$ cat config.mk
export PLATFORM = sky130hd
export DESIGN_NAME = midpoint_line_rasterizer
export DESIGN_NICKNAME = d
export VERILOG_FILES = /design/src/rtl/core/mlr_pkg.sv /design/src/rtl/core/mlr_front.sv /design/src/rtl/core/mlr_queue.sv /design/src/rtl/core/mlr_back.sv /design/src/rtl/core/midpoint_line_rasterizer.sv
export SDC_FILE = /design/constraint.sdc
export NUM_CORES = 1
export LEC_CHECK = 0
export BUFFER_PORTS_ARGS = -buffer_cell sky130_fd_sc_hd__buf_2
export CAP_MARGIN = 40
export CORE_MARGIN = 1.5
export CORE_UTILIZATION = 45
export CTS_BUF_LIST = sky130_fd_sc_hd__clkbuf_2
export DETAILED_ROUTE_END_ITERATION = 16
export PLACE_DENSITY_LB_ADDON = 0.3
export SYNTH_ARGS = -nofsm -noshare
export SYNTH_HDL_FRONTEND = slang
export SYNTH_SLANG_ARGS = --single-unit
$ cat constraint.sdc
create_clock -name clk_i -period 4.4 [get_ports clk_i]
set_input_delay 0.88 -clock clk_i [delete_from_list [all_inputs] [get_ports clk_i]]
set_output_delay 0.88 -clock clk_i [all_outputs]
set_load 0.005 [all_outputs]
$ cat src/rtl/core/mlr_pkg.sv
// Shared package of the midpoint line rasterizer.
// Holds the draw state type and the width offsets of the setup word; no dependencies.
package mlr_pkg;

  // Extra bits over the coordinate width for the signed setup values.
  localparam int unsigned StepEastXtra = 2;  // 2*dy
  localparam int unsigned StepDiagXtra = 3;  // 2*(dy - dx)
  localparam int unsigned DecXtra      = 4;  // running decision value

  // Width of one packed line setup word for a given coordinate width.
  function automatic int unsigned cmd_width(input int unsigned coord_bits);
    return 3 * coord_bits + (coord_bits + StepEastXtra) + (coord_bits + StepDiagXtra) +
           (coord_bits + DecXtra);
  endfunction

  // Back-end draw state.
  typedef enum logic {
    DRAW_IDLE,
    DRAW_RUN
  } draw_state_e;

endpackage

$ cat src/rtl/core/mlr_front.sv
// Front end of the midpoint line rasterizer: orders endpoints and computes the setup.
// Depends on mlr_pkg; feeds mlr_queue.
module mlr_front import mlr_pkg::*; #(
  parameter int unsigned COORD_BITS = 6
) (
  input  logic [COORD_BITS-1:0]                    start_x_i,
  input  logic [COORD_BITS-1:0]                    start_y_i,
  input  logic [COORD_BITS-1:0]                    end_x_i,
  input  logic [COORD_BITS-1:0]                    end_y_i,
  output logic [cmd_width(COORD_BITS)-1:0]         cmd_o
);

  localparam int unsigned CB = COORD_BITS;

  logic                 swap;
  logic [CB-1:0]        ax, ay, bx, by;
  logic [CB-1:0]        dx;
  logic signed [CB:0]   dy;
  logic signed [CB+1:0] dy_dx;
  logic signed [CB+StepEastXtra-1:0] step_east;
  logic signed [CB+StepDiagXtra-1:0] step_diag;
  logic signed [CB+StepDiagXtra-1:0] dec_short;
  logic signed [CB+DecXtra-1:0]      dec_init;

  // Put the endpoint with the smaller x first; each keeps its own y.
  assign swap = start_x_i > end_x_i;
  assign ax   = swap ? end_x_i   : start_x_i;
  assign ay   = swap ? end_y_i   : start_y_i;
  assign bx   = swap ? start_x_i : end_x_i;
  assign by   = swap ? start_y_i : end_y_i;

  // Deltas and the midpoint increments.
  assign dx        = bx - ax;
  assign dy        = $signed({1'b0, by}) - $signed({1'b0, ay});
  assign dy_dx     = $signed({dy[CB], dy}) - $signed({2'b00, dx});
  assign step_east = {dy, 1'b0};
  assign step_diag = {dy_dx, 1'b0};

  // The start value 2*dy - dx always fits, so no saturation is needed here.
  assign dec_short = $signed({step_east[CB+StepEastXtra-1], step_east}) -
                     $signed({3'b000, dx});
  assign dec_init  = {dec_short[CB+StepDiagXtra-1], dec_short};

  // Pack the setup word for the queue.
  assign cmd_o = {ax, ay, bx, step_east, step_diag, dec_init};

endmodule

$ cat src/rtl/core/mlr_queue.sv
// Two-entry queue of line setup words between the front and back ends.
// Depends on mlr_pkg only for the common import style.
module mlr_queue import mlr_pkg::*; #(
  parameter int unsigned DATA_W = 45
) (
  input  logic              clk_i,
  input  logic              rst_ni,
  input  logic              push_i,
  input  logic [DATA_W-1:0] data_i,
  output logic              ready_o,
  input  logic              pop_i,
  output logic              valid_o,
  output logic [DATA_W-1:0] data_o
);

  localparam int unsigned Depth = 2;
  localparam int unsigned PtrW  = $clog2(Depth);
  localparam int unsigned CntW  = $clog2(Depth + 1);

  logic [DATA_W-1:0] entry_q [Depth];
  logic [PtrW-1:0]   wr_ptr_q, wr_ptr_d;
  logic [PtrW-1:0]   rd_ptr_q, rd_ptr_d;
  logic [CntW-1:0]   count_q, count_d;
  logic              do_push, do_pop;

  assign ready_o = count_q != CntW'(Depth);
  assign valid_o = count_q != '0;
  assign data_o  = entry_q[rd_ptr_q];
  assign do_push = push_i && ready_o;
  assign do_pop  = pop_i && valid_o;

  // Pointer and fill count update.
  always_comb begin
    wr_ptr_d = wr_ptr_q;
    rd_ptr_d = rd_ptr_q;
    count_d  = count_q;
    if (do_push) begin
      wr_ptr_d = (wr_ptr_q == PtrW'(Depth - 1)) ? '0 : wr_ptr_q + 1'b1;
    end
    if (do_pop) begin
      rd_ptr_d = (rd_ptr_q == PtrW'(Depth - 1)) ? '0 : rd_ptr_q + 1'b1;
    end
    if (do_push && !do_pop) begin
      count_d = count_q + 1'b1;
    end else if (do_pop && !do_push) begin
      count_d = count_q - 1'b1;
    end
  end

  always_ff @(posedge clk_i or negedge rst_ni) begin
    if (!rst_ni) begin
      wr_ptr_q <= '0;
      rd_ptr_q <= '0;
      count_q  <= '0;
    end else begin
      wr_ptr_q <= wr_ptr_d;
      rd_ptr_q <= rd_ptr_d;
      count_q  <= count_d;
    end
  end

  // Entry storage needs no reset.
  always_ff @(posedge clk_i) begin
    if (do_push) begin
      entry_q[wr_ptr_q] <= data_i;
    end
  end

  // The fill count never passes the depth.
  a_count_bound: assert property (@(posedge clk_i) disable iff (!rst_ni)
    count_q <= CntW'(Depth))
    else $error("queue count above depth");

  // A pop is only requested while an entry is held.
  a_pop_nonempty: assert property (@(posedge clk_i) disable iff (!rst_ni)
    pop_i |-> valid_o)
    else $error("pop from empty queue");

  // A push into a full queue without a pop leaves it full.
  a_full_hold: assert property (@(posedge clk_i) disable iff (!rst_ni)
    (!ready_o && !do_pop) |=> !ready_o)
    else $error("full queue drained without a pop");

endmodule

$ cat src/rtl/core/mlr_back.sv
// Back end of the midpoint line rasterizer: steps the midpoint decision, one pixel per beat.
// Depends on mlr_pkg; pulls setup words from mlr_queue.
module mlr_back import mlr_pkg::*; #(
  parameter int unsigned COORD_BITS = 6
) (
  input  logic                             clk_i,
  input  logic                             rst_ni,
  input  logic                             cmd_valid_i,
  input  logic [cmd_width(COORD_BITS)-1:0] cmd_i,
  output logic                             cmd_pop_o,
  output logic                             out_valid_o,
  input  logic                             out_ready_i,
  output logic [COORD_BITS-1:0]            pixel_x_o,
  output logic [COORD_BITS-1:0]            pixel_y_o,
  output logic                             last_pixel_o
);

  localparam int unsigned CB   = COORD_BITS;
  localparam int unsigned SeW  = CB + StepEastXtra;
  localparam int unsigned SdW  = CB + StepDiagXtra;
  localparam int unsigned DecW = CB + DecXtra;

  draw_state_e state_q, state_d;

  logic [CB-1:0]          cur_x_q, cur_y_q, stop_x_q;
  logic signed [SeW-1:0]  step_east_q;
  logic signed [SdW-1:0]  step_diag_q;
  logic signed [DecW-1:0] dec_q;

  logic [CB-1:0]          cmd_ax, cmd_ay, cmd_bx;
  logic signed [SeW-1:0]  cmd_step_east;
  logic signed [SdW-1:0]  cmd_step_diag;
  logic signed [DecW-1:0] cmd_dec;

  logic                   is_last, fire, go_diag;
  logic signed [DecW:0]   dec_sum;
  logic signed [DecW-1:0] dec_next;

  // Unpack the setup word.
  assign {cmd_ax, cmd_ay, cmd_bx, cmd_step_east, cmd_step_diag, cmd_dec} = cmd_i;

  assign is_last = cur_x_q >= stop_x_q;
  assign fire    = out_valid_o && out_ready_i;
  assign go_diag = !dec_q[DecW-1] && (dec_q != '0);

  // Decision update with saturation at the signed limits.
  always_comb begin
    if (go_diag) begin
      dec_sum = $signed({dec_q[DecW-1], dec_q}) +
                $signed({{(DecW + 1 - SdW){step_diag_q[SdW-1]}}, step_diag_q});
    end else begin
      dec_sum = $signed({dec_q[DecW-1], dec_q}) +
                $signed({{(DecW + 1 - SeW){step_east_q[SeW-1]}}, step_east_q});
    end
    if (dec_sum[DecW] != dec_sum[DecW-1]) begin
      dec_next = dec_sum[DecW] ? {1'b1, {(DecW - 1){1'b0}}} : {1'b0, {(DecW - 1){1'b1}}};
    end else begin
      dec_next = dec_sum[DecW-1:0];
    end
  end

  // Next state.
  always_comb begin
    state_d = state_q;
    unique case (state_q)
      DRAW_IDLE: begin
        if (cmd_valid_i) begin
          state_d = DRAW_RUN;
        end
      end
      DRAW_RUN: begin
        if (fire && is_last && !cmd_valid_i) begin
          state_d = DRAW_IDLE;
        end
      end
      default: state_d = DRAW_IDLE;
    endcase
  end

  // State outputs: a pixel is on offer while drawing; a new line loads when idle or when the old one ends.
  always_comb begin
    out_valid_o = 1'b0;
    cmd_pop_o   = 1'b0;
    unique case (state_q)
      DRAW_IDLE: cmd_pop_o = cmd_valid_i;
      DRAW_RUN: begin
        out_valid_o = 1'b1;
        cmd_pop_o   = cmd_valid_i && fire && is_last;
      end
      default: begin
        out_valid_o = 1'b0;
        cmd_pop_o   = 1'b0;
      end
    endcase
  end

  always_ff @(posedge clk_i or negedge rst_ni) begin
    if (!rst_ni) begin
      state_q <= DRAW_IDLE;
    end else begin
      state_q <= state_d;
    end
  end

  // Pixel stepper; the current pixel registers drive the output directly.
  always_ff @(posedge clk_i) begin
    if (cmd_pop_o) begin
      cur_x_q     <= cmd_ax;
      cur_y_q     <= cmd_ay;
      stop_x_q    <= cmd_bx;
      step_east_q <= cmd_step_east;
      step_diag_q <= cmd_step_diag;
      dec_q       <= cmd_dec;
    end else if (fire && !is_last) begin
      cur_x_q <= cur_x_q + 1'b1;
      dec_q   <= dec_next;
      if (go_diag && (cur_y_q != {CB{1'b1}})) begin
        cur_y_q <= cur_y_q + 1'b1;
      end
    end
  end

  assign pixel_x_o    = cur_x_q;
  assign pixel_y_o    = cur_y_q;
  assign last_pixel_o = is_last;

  // While drawing, x never runs past the right endpoint.
  a_x_in_range: assert property (@(posedge clk_i) disable iff (!rst_ni)
    out_valid_o |-> (cur_x_q <= stop_x_q))
    else $error("pixel x past right endpoint");

  // A taken pixel that is not the last is followed by the next column.
  a_x_step: assert property (@(posedge clk_i) disable iff (!rst_ni)
    (fire && !is_last) |=> (out_valid_o && (cur_x_q == $past(cur_x_q) + 1'b1)))
    else $error("x did not advance by one");

  // Within a line, y never decreases.
  a_y_monotone: assert property (@(posedge clk_i) disable iff (!rst_ni)
    (fire && !is_last) |=> (cur_y_q >= $past(cur_y_q)))
    else $error("y decreased within a line");

endmodule

$ cat src/rtl/core/midpoint_line_rasterizer.sv
// Channel   | Handshake                 | Payload
// ----------+---------------------------+------------------------------------------
// line in   | in_valid_i / in_ready_o   | start_x_i, start_y_i, end_x_i, end_y_i
// pixel out | out_valid_o / out_ready_i | pixel_x_o, pixel_y_o, last_pixel_o
//
// A line from x0 to x1 gives |x1 - x0| + 1 pixel beats, one per cycle while out_ready_i is high.
// The first pixel appears once its command beat has been written into the queue and then loaded into the back end.
// The back-end stepper sets the rate: one decision update per pixel, up to 2^COORD_BITS pixels per line.
// A two-entry setup queue lets up to two further lines be accepted while one is drawn.
// Reset clears the queue and the draw state; a stalled output holds its pixel.
// Top level of the midpoint line rasterizer; uses mlr_pkg, mlr_front, mlr_queue, mlr_back.
module midpoint_line_rasterizer import mlr_pkg::*; #(
  parameter int unsigned COORD_BITS = 6
) (
  input  logic                  clk_i,
  input  logic                  rst_ni,
  input  logic                  in_valid_i,
  output logic                  in_ready_o,
  input  logic [COORD_BITS-1:0] start_x_i,
  input  logic [COORD_BITS-1:0] start_y_i,
  input  logic [COORD_BITS-1:0] end_x_i,
  input  logic [COORD_BITS-1:0] end_y_i,
  output logic                  out_valid_o,
  input  logic                  out_ready_i,
  output logic [COORD_BITS-1:0] pixel_x_o,
  output logic [COORD_BITS-1:0] pixel_y_o,
  output logic                  last_pixel_o
);

  localparam int unsigned CmdW = cmd_width(COORD_BITS);

  logic [CmdW-1:0] front_cmd;
  logic [CmdW-1:0] queue_cmd;
  logic            queue_valid;
  logic            queue_pop;

  mlr_front #(
    .COORD_BITS(COORD_BITS)
  ) u_front (
    .start_x_i(start_x_i),
    .start_y_i(start_y_i),
    .end_x_i  (end_x_i),
    .end_y_i  (end_y_i),
    .cmd_o    (front_cmd)
  );

  mlr_queue #(
    .DATA_W(CmdW)
  ) u_queue (
    .clk_i  (clk_i),
    .rst_ni (rst_ni),
    .push_i (in_valid_i),
    .data_i (front_cmd),
    .ready_o(in_ready_o),
    .pop_i  (queue_pop),
    .valid_o(queue_valid),
    .data_o (queue_cmd)
  );

  mlr_back #(
    .COORD_BITS(COORD_BITS)
  ) u_back (
    .clk_i       (clk_i),
    .rst_ni      (rst_ni),
    .cmd_valid_i (queue_valid),
    .cmd_i       (queue_cmd),
    .cmd_pop_o   (queue_pop),
    .out_valid_o (out_valid_o),
    .out_ready_i (out_ready_i),
    .pixel_x_o   (pixel_x_o),
    .pixel_y_o   (pixel_y_o),
    .last_pixel_o(last_pixel_o)
  );

endmodule

# ---- Word level (Yosys, flattened, before mapping)
# Memory sizes are Yosys's and may differ from the RTL's.
# Index checks and enable logic that the tools add are counted.
dict set report totals {
  output_inout_bits 15
  register_bits 50
  ramBits 86
  mem_count 1
  input_bits 28
}
# name words word_bits read_ports rd_ports_with_merged_regs wr line_no
set memory_table {}
lappend memory_table {u_queue.entry_q 2 43 1 0 1 mlr_queue.sv:20} ;# logic [DATA_W-1:0] entry_q [Depth];
dict set report op_classes {
  n_reduce_logical 23
  order_cmp 2
  mux 25
  n_eq_ne 3
  add_sub_neg 12
  bitwise_logic 1
}
# cell count
set ops {}
lappend ops {{6-bit two-way mux} 9}
lappend ops {{10-bit two-way mux} 4}
lappend ops {{6-bit by 1-bit adder with 6-bit output (second input constant)} 2}
lappend ops {{1-bit logical AND} 12}
lappend ops {{10-bit by 8-bit adder with 11-bit output} 1}
lappend ops {{10-bit by 9-bit adder with 11-bit output} 1}
lappend ops {{11-bit two-way mux} 1}
lappend ops {{10-bit nonzero test} 1}
lappend ops {{8-bit by 7-bit subtractor with 9-bit output} 1}
lappend ops {{2-bit nonzero test} 4}
lappend ops {{7-bit by 7-bit subtractor with 8-bit output} 1}
lappend ops {{1-bit two-way mux} 7}
lappend ops {{6-bit by 6-bit subtractor with 7-bit output} 1}
lappend ops {{6-bit >= comparator} 1}
lappend ops {{6-bit greater-than comparator} 1}
lappend ops {{6-bit inequality test (second input constant)} 1}
lappend ops {{6-bit subtractor} 1}
lappend ops {{1-bit logical NOT} 5}
lappend ops {{2-bit two-way mux} 2}
lappend ops {{1-bit one-hot mux with 2 select lines} 2}
lappend ops {{1-bit adder (second input constant)} 2}
lappend ops {{2-bit by 1-bit adder with 2-bit output (second input constant)} 1}
lappend ops {{2-bit inequality test (second input constant)} 1}
lappend ops {{2-bit AND reduction} 1}
lappend ops {{3 further kinds} 3}

# ---- Depth between registers and ports, before layout
dict set report depth {
  ltp_word 9
  ltp_mapped 21
  ltp_nobuf 18
}

# ---- Modules after synthesis
# From an unflattened synthesis, not the netlist that was laid out.
dict set report hier_totals {
  cells_unflattened 642
  hier_area_um2 8080.2
}
# module n_inst seq_area_each_um2 area_each_um2 cells_per_inst
set by_module_without_submodules {}
lappend by_module_without_submodules {mlr_queue 1 2802.7 3641.0 158}
lappend by_module_without_submodules {mlr_back 1 1376.3 2705.1 236}
lappend by_module_without_submodules {mlr_front 1 0.0 1734.2 248}

# ---- Worst setup path after synthesis
# Ideal clock, no wire load.
dict set report synth_timing {
  kind {input-to-reg}
  start {in end_x_i[4]}
  end {mem u_queue.entry_q[0][7] (netlist name), data pin}
  n_path_buf 3
  path_stages 18
  setup_slack_ns -0.419
  setup_time_ns 0.160
  arrival_time_ns 4.658
  cell_sequence {inv_1 ha_1 buf_6 and3_1 buf_6 o221a_4 o21ai_4 clkbuf_1 a21boi_0 ha_1 or3_4 xnor2_1 ha_1 a21oi_1 o21bai_1 maj3_2 a2111oi_2 a2bb2oi_1}
}
dict set report synth_via {
  elab_chain_len 4
  word_cells_on_any_way 8
  cone_classes {add/sub: 3; order compare: 1; mux: 4}
}
# element line_no
set synth_lines {}
lappend synth_lines {{from (decl)} midpoint_line_rasterizer.sv:21} ;# input logic [COORD_BITS-1:0] end_x_i,
lappend synth_lines {{6-bit greater-than comparator} mlr_front.sv:26} ;# assign swap = start_x_i > end_x_i;
lappend synth_lines {{6-bit two-way mux, on equally long branches} --}
lappend synth_lines {{6-bit by 6-bit subtractor with 7-bit output / 6-bit subtractor (equally long branches)} {mlr_front.sv:34, mlr_front.sv:33}}
lappend synth_lines {{8-bit by 7-bit subtractor with 9-bit output *} mlr_front.sv:40} ;# assign dec_short = $signed({step_east[CB+StepEastXtra-1], step_east}) -
lappend synth_lines {{named net front_cmd[7]} midpoint_line_rasterizer.sv:32} ;# logic [CmdW-1:0] front_cmd;
lappend synth_lines {{to (decl)} mlr_queue.sv:20}
# The timed path passes the listed nets; every way through them passes the cells marked *.

# ---- Worst setup path in the final report
dict set report layout_timing {
  start {reg u_back.dec_q[5]}
  end {reg u_back.dec_q[8], data pin}
}
dict set report layout_via {
  elab_chain_len 7
  word_cells_on_any_way 10
  cone_classes {add/sub: 2; eq/ne: 1; mux: 5; reduce/logical: 2}
}
# element line_no
set layout_lines {}
lappend layout_lines {{from (decl)} mlr_back.sv:28} ;# logic signed [DecW-1:0] dec_q;
lappend layout_lines {{from (signal assigned)} mlr_back.sv:113} ;# dec_q <= cmd_dec;
lappend layout_lines {{from (signal assigned)} mlr_back.sv:116} ;# dec_q <= dec_next;
lappend layout_lines {{branches (longest 2 deep; another with 10-bit by 8-bit adder with 11-bit output)} --}
lappend layout_lines {{11-bit two-way mux *} mlr_back.sv:48} ;# if (go_diag) begin
lappend layout_lines {{10-bit two-way mux / 1-bit inequality test (equally long branches)} {mlr_back.sv:56, mlr_back.sv:55}}
lappend layout_lines {{10-bit two-way mux *} mlr_back.sv:55} ;# if (dec_sum[DecW] != dec_sum[DecW-1]) begin
lappend layout_lines {{10-bit two-way mux *} mlr_back.sv:114} ;# end else if (fire && !is_last) begin
lappend layout_lines {{10-bit two-way mux *} mlr_back.sv:107} ;# if (cmd_pop_o) begin
# Every way passes the cells marked *. The select of a mux whose other input is x is not followed.
# A chain may end at the register's enable or synchronous reset.

==> impl_metrics.json <==
{
  "status": "finished, final reports clean",
  "clock_path_buffers": 2,
  "clock_latency_ps": 670,
  "report.final.slew_viol_count": 0,
  "grtUsageMet1_pct": 26.9,
  "die_h_um": 131,
  "routed_wl_mm": 16.1,
  "critPathCaptureType": "flip-flop",
  "timing.rr.end": "u_back.dec_q[8]$_DFFE_PP_",
  "worst_slew_pin_slew_ps": 797,
  "relSlewSlack_pct": 46.3,
  "setup_viol_count_final": 0,
  "setup_tns_ps": 0,
  "num-fill-cells": 1376,
  "routabilityCongestion": 0.896,
  "die-area_um2": 17100,
  "drt-pass1-iter-count": 5,
  "synth.most_common_cell": "edfxtp_1",
  "synthTopCellsByCount": "127 x edfxtp_1, 54 x nand2_1, 38 x o21ai_0",
  "p_comb_share_pct": 50.1,
  "design.core.area_um2": 15900,
  "finalNonFillerCells": 944,
  "cap_violations": 0,
  "final-seq-area_um2": 3940,
  "drc": 0,
  "syn_area_um2": 7340,
  "synthCells": 604,
  "holdPathStages": 1,
  "grt_overflow": 0,
  "numCtsBuffers": 17,
  "htree_num_levels": 4,
  "die_w_um": 131,
  "synth-edff-count": 127,
  "drt_iter0_drc": 377,
  "met3_usage_pct": 3.58,
  "vias_per_cell": 5.35,
  "p_sw_share_pct": 39.5,
  "row_count": 46,
  "path_class": "flip-flop to flip-flop",
  "synth_cell_types": 66,
  "r2r_start": "u_back.dec_q[5]$_DFFE_PP_",
  "io_pins": 43,
  "cts_tree": "built",
  "ys.flop_type": "edfxtp_1",
  "multi_input_area_um2": 3230,
  "root_buffer": "clkbuf_2",
  "dpl.hpwl_mm": 12.1,
  "pwr-share-clk_pct": 11.7,
  "hold_viol": 0,
  "track_usage_pct": 20.2,
  "switchingPower_w": 0.00252,
  "async_flop_share_pct": 3.79,
  "path_clk_slew_ps": 210,
  "hold_path_startpoint": "u_queue.count_q[1]$_DFFE_PN0P_",
  "synth_nets": 668,
  "ir_drop_mv": 0.490,
  "synth_seq_cells": 132,
  "rsz0062_at_grt": "no",
  "clock_sinks": 132,
  "seq_area_frac_synth_pct": 53.7,
  "syn_avg_cell_area_um2": 12.1,
  "pre_cts_ws_ps": -192,
  "p_int_w": 0.00387,
  "nets": 778,
  "io_buffer_count": 42,
  "start_kind": "flip-flop",
  "finalCritPeriodShare_pct": 93.0,
  "fin_worst_skew_ps": 22.9,
  "top_usage_layer": "met2",
  "dpl.cell_count": 910,
  "start_util_pct": 46.2,
  "fmax_ghz": 0.244,
  "wire_per_inst_um": 17.1,
  "rrSetupSlack_ps": 310,
  "power.leakage_nw": 3.40,
  "synth_area_leaders": "edfxtp_1 52%, ha_1 5.6%, mux2_2 4.5%",
  "grt_antenna_before_repair": 1,
  "seqPwrFrac_pct": 38.2,
  "drive_gt1_share_pct": 28.6,
  "synth_top_area_cell": "edfxtp_1",
  "r2r.worst_path.cells": 15,
  "grt_pass1_wl_mm": 26.1,
  "cp.arrival_ps": 4510,
  "worstHoldPathType": "flip-flop to flip-flop",
  "cp.required_ps": 4820,
  "powerDensity_nw_per_um2": 740,
  "layout_min_cycle_time_ps": 4090,
  "area_delta_synth_final_pct": 17.7,
  "dr_total_vias": 5049,
  "cts_setup_buffers": 0,
  "grtUsageMet2_pct": 34.6,
  "antenna_left": 0,
  "netlist.area_leader.share_pct": 52.0,
  "grt_max_degree": 35,
  "grt_pass1_vias": 5178,
  "whs_ps": 507,
  "layout_setup_ws_ps": 307,
  "synth_warnings": 0,
  "whs_endpoint": "u_queue.count_q[1]$_DFFE_PN0P_",
  "crit_fanout": 10
}
[cells by family (layout without fill, tap and decap cells)]
kind of cell | count (synthesis) | in the layout | share of synthesized area, %
and+or+nand+nor | 140 | 140 | 9.46
AOI/OAI and AO/OA | 134 | 134 | 13.1
DFF | 132 | 132 | 53.7
buffers and inverters | 59 | 182 | 3.27
muxes | 55 | 55 | 8.00
adders and majority gates | 42 | 42 | 7.33
xor gates and xnor gates | 42 | 42 | 5.12
other | 0 | 1 | 0
[state kept, by name (all words and copies together), names as in the netlist]
signal and count:
u_queue.rd_ptr_q 1, u_back.step_diag_q 8, u_back.pixel_x_o 6, u_queue.count_q 2
u_back.step_east_q 7, u_queue.wr_ptr_q 1, u_back.dec_q 10, u_back.state_q 1
u_back.pixel_y_o 6, u_queue.entry_q 84, u_back.stop_x_q 6
[critical path, stage by stage (launching register included)]
cell	delay, ps
edfxtp_1	470
nor4_1	320
a31oi_1	250
mux2_2	370
ha_1	280
a21o_1	160
a21oi_1	270
o21bai_1	110
a21oi_1	250
o21bai_1	100
a21oi_1	220
o21ai_0	230
ha_1	360
buf_4	180
a22oi_1	190
a22oi_1	90
[final cells by class]
class / count / area share (%)
flip-flops and latches: 132 / 45.6
repair buffers: 113 / 9.21
clock buffers: 17 / 0.985
clock inverters: 15 / 1.97
multi-input cells: 413 / 37.4
inverters: 37 / 1.68
diodes: 1 / 0.0290
well taps: 216 / 3.13
[power groups by stage]
stage                     clock network [W]  registers [W]  logic, W
after CTS                          0.000769        0.00244   0.00320
after global placement                    0        0.00251   0.00298
final                              0.000750        0.00244   0.00321
after floorplan                           0        0.00239   0.00223
after detailed placement                  0        0.00248   0.00317
after global routing               0.000817        0.00250   0.00356
[how the worst max path moves through the flow]
stage,start,end,slack (ps),depth (start not counted)
final,u_back.dec_q[5]$_DFFE_PP_,u_back.dec_q[8]$_DFFE_PP_,310,15
after global routing,u_back.dec_q[5]$_DFFE_PP_,u_back.dec_q[3]$_DFFE_PP_,70,15
after CTS,u_back.dec_q[5]$_DFFE_PP_,u_back.dec_q[8]$_DFFE_PP_,350,15
after detailed placement,end_x_i[1],u_queue.entry_q[0][7]$_DFFE_PP_,-190,16
after global placement,end_x_i[1],u_queue.entry_q[0][7]$_DFFE_PP_,-70,16
after floorplan,end_x_i[2],u_queue.entry_q[0][7]$_DFFE_PP_,-70,17
[cell usage in the layout (no fill, tap or decap), drive strengths merged, types with 17 or more instances in the layout]
cell type    n
a21oi       23
buf        112
clkbuf      17
edfxtp     127
ha          33
inv         42
mux2        29
mux2i       26
nand2       54
nor2        19
nor2b       17
o21ai       42
xnor2       25
xor2        17
[stage by stage]
| stage | cell area, µm² | total power [W] | utilization [%] |
|---|---|---|---|
| after floorplan | 7420 | 0.00462 | - |
| after global placement | 8310 | 0.00549 | 52.3 |
| after detailed placement | 8370 | 0.00565 | 52.7 |
| after CTS | 8640 | 0.00641 | 54.4 |
| after global routing | 8640 | 0.00688 | 54.4 |
| final | 8640 | 0.00640 | 54.4 |
[repair_timing]
item / in CTS / in global routing
endpoints found under the hold margin: 5 / 0
hold buffers: 1 / 0
resized for setup: 0 / 0
[per-layer routing]
metal,wire [µm],up-vias
met5,0,-
met4,157,0
met3,529,11
met2,7790,106
met1,7630,2451
li1,-,2481
Note: power is estimated with default switching activity, not from simulation.
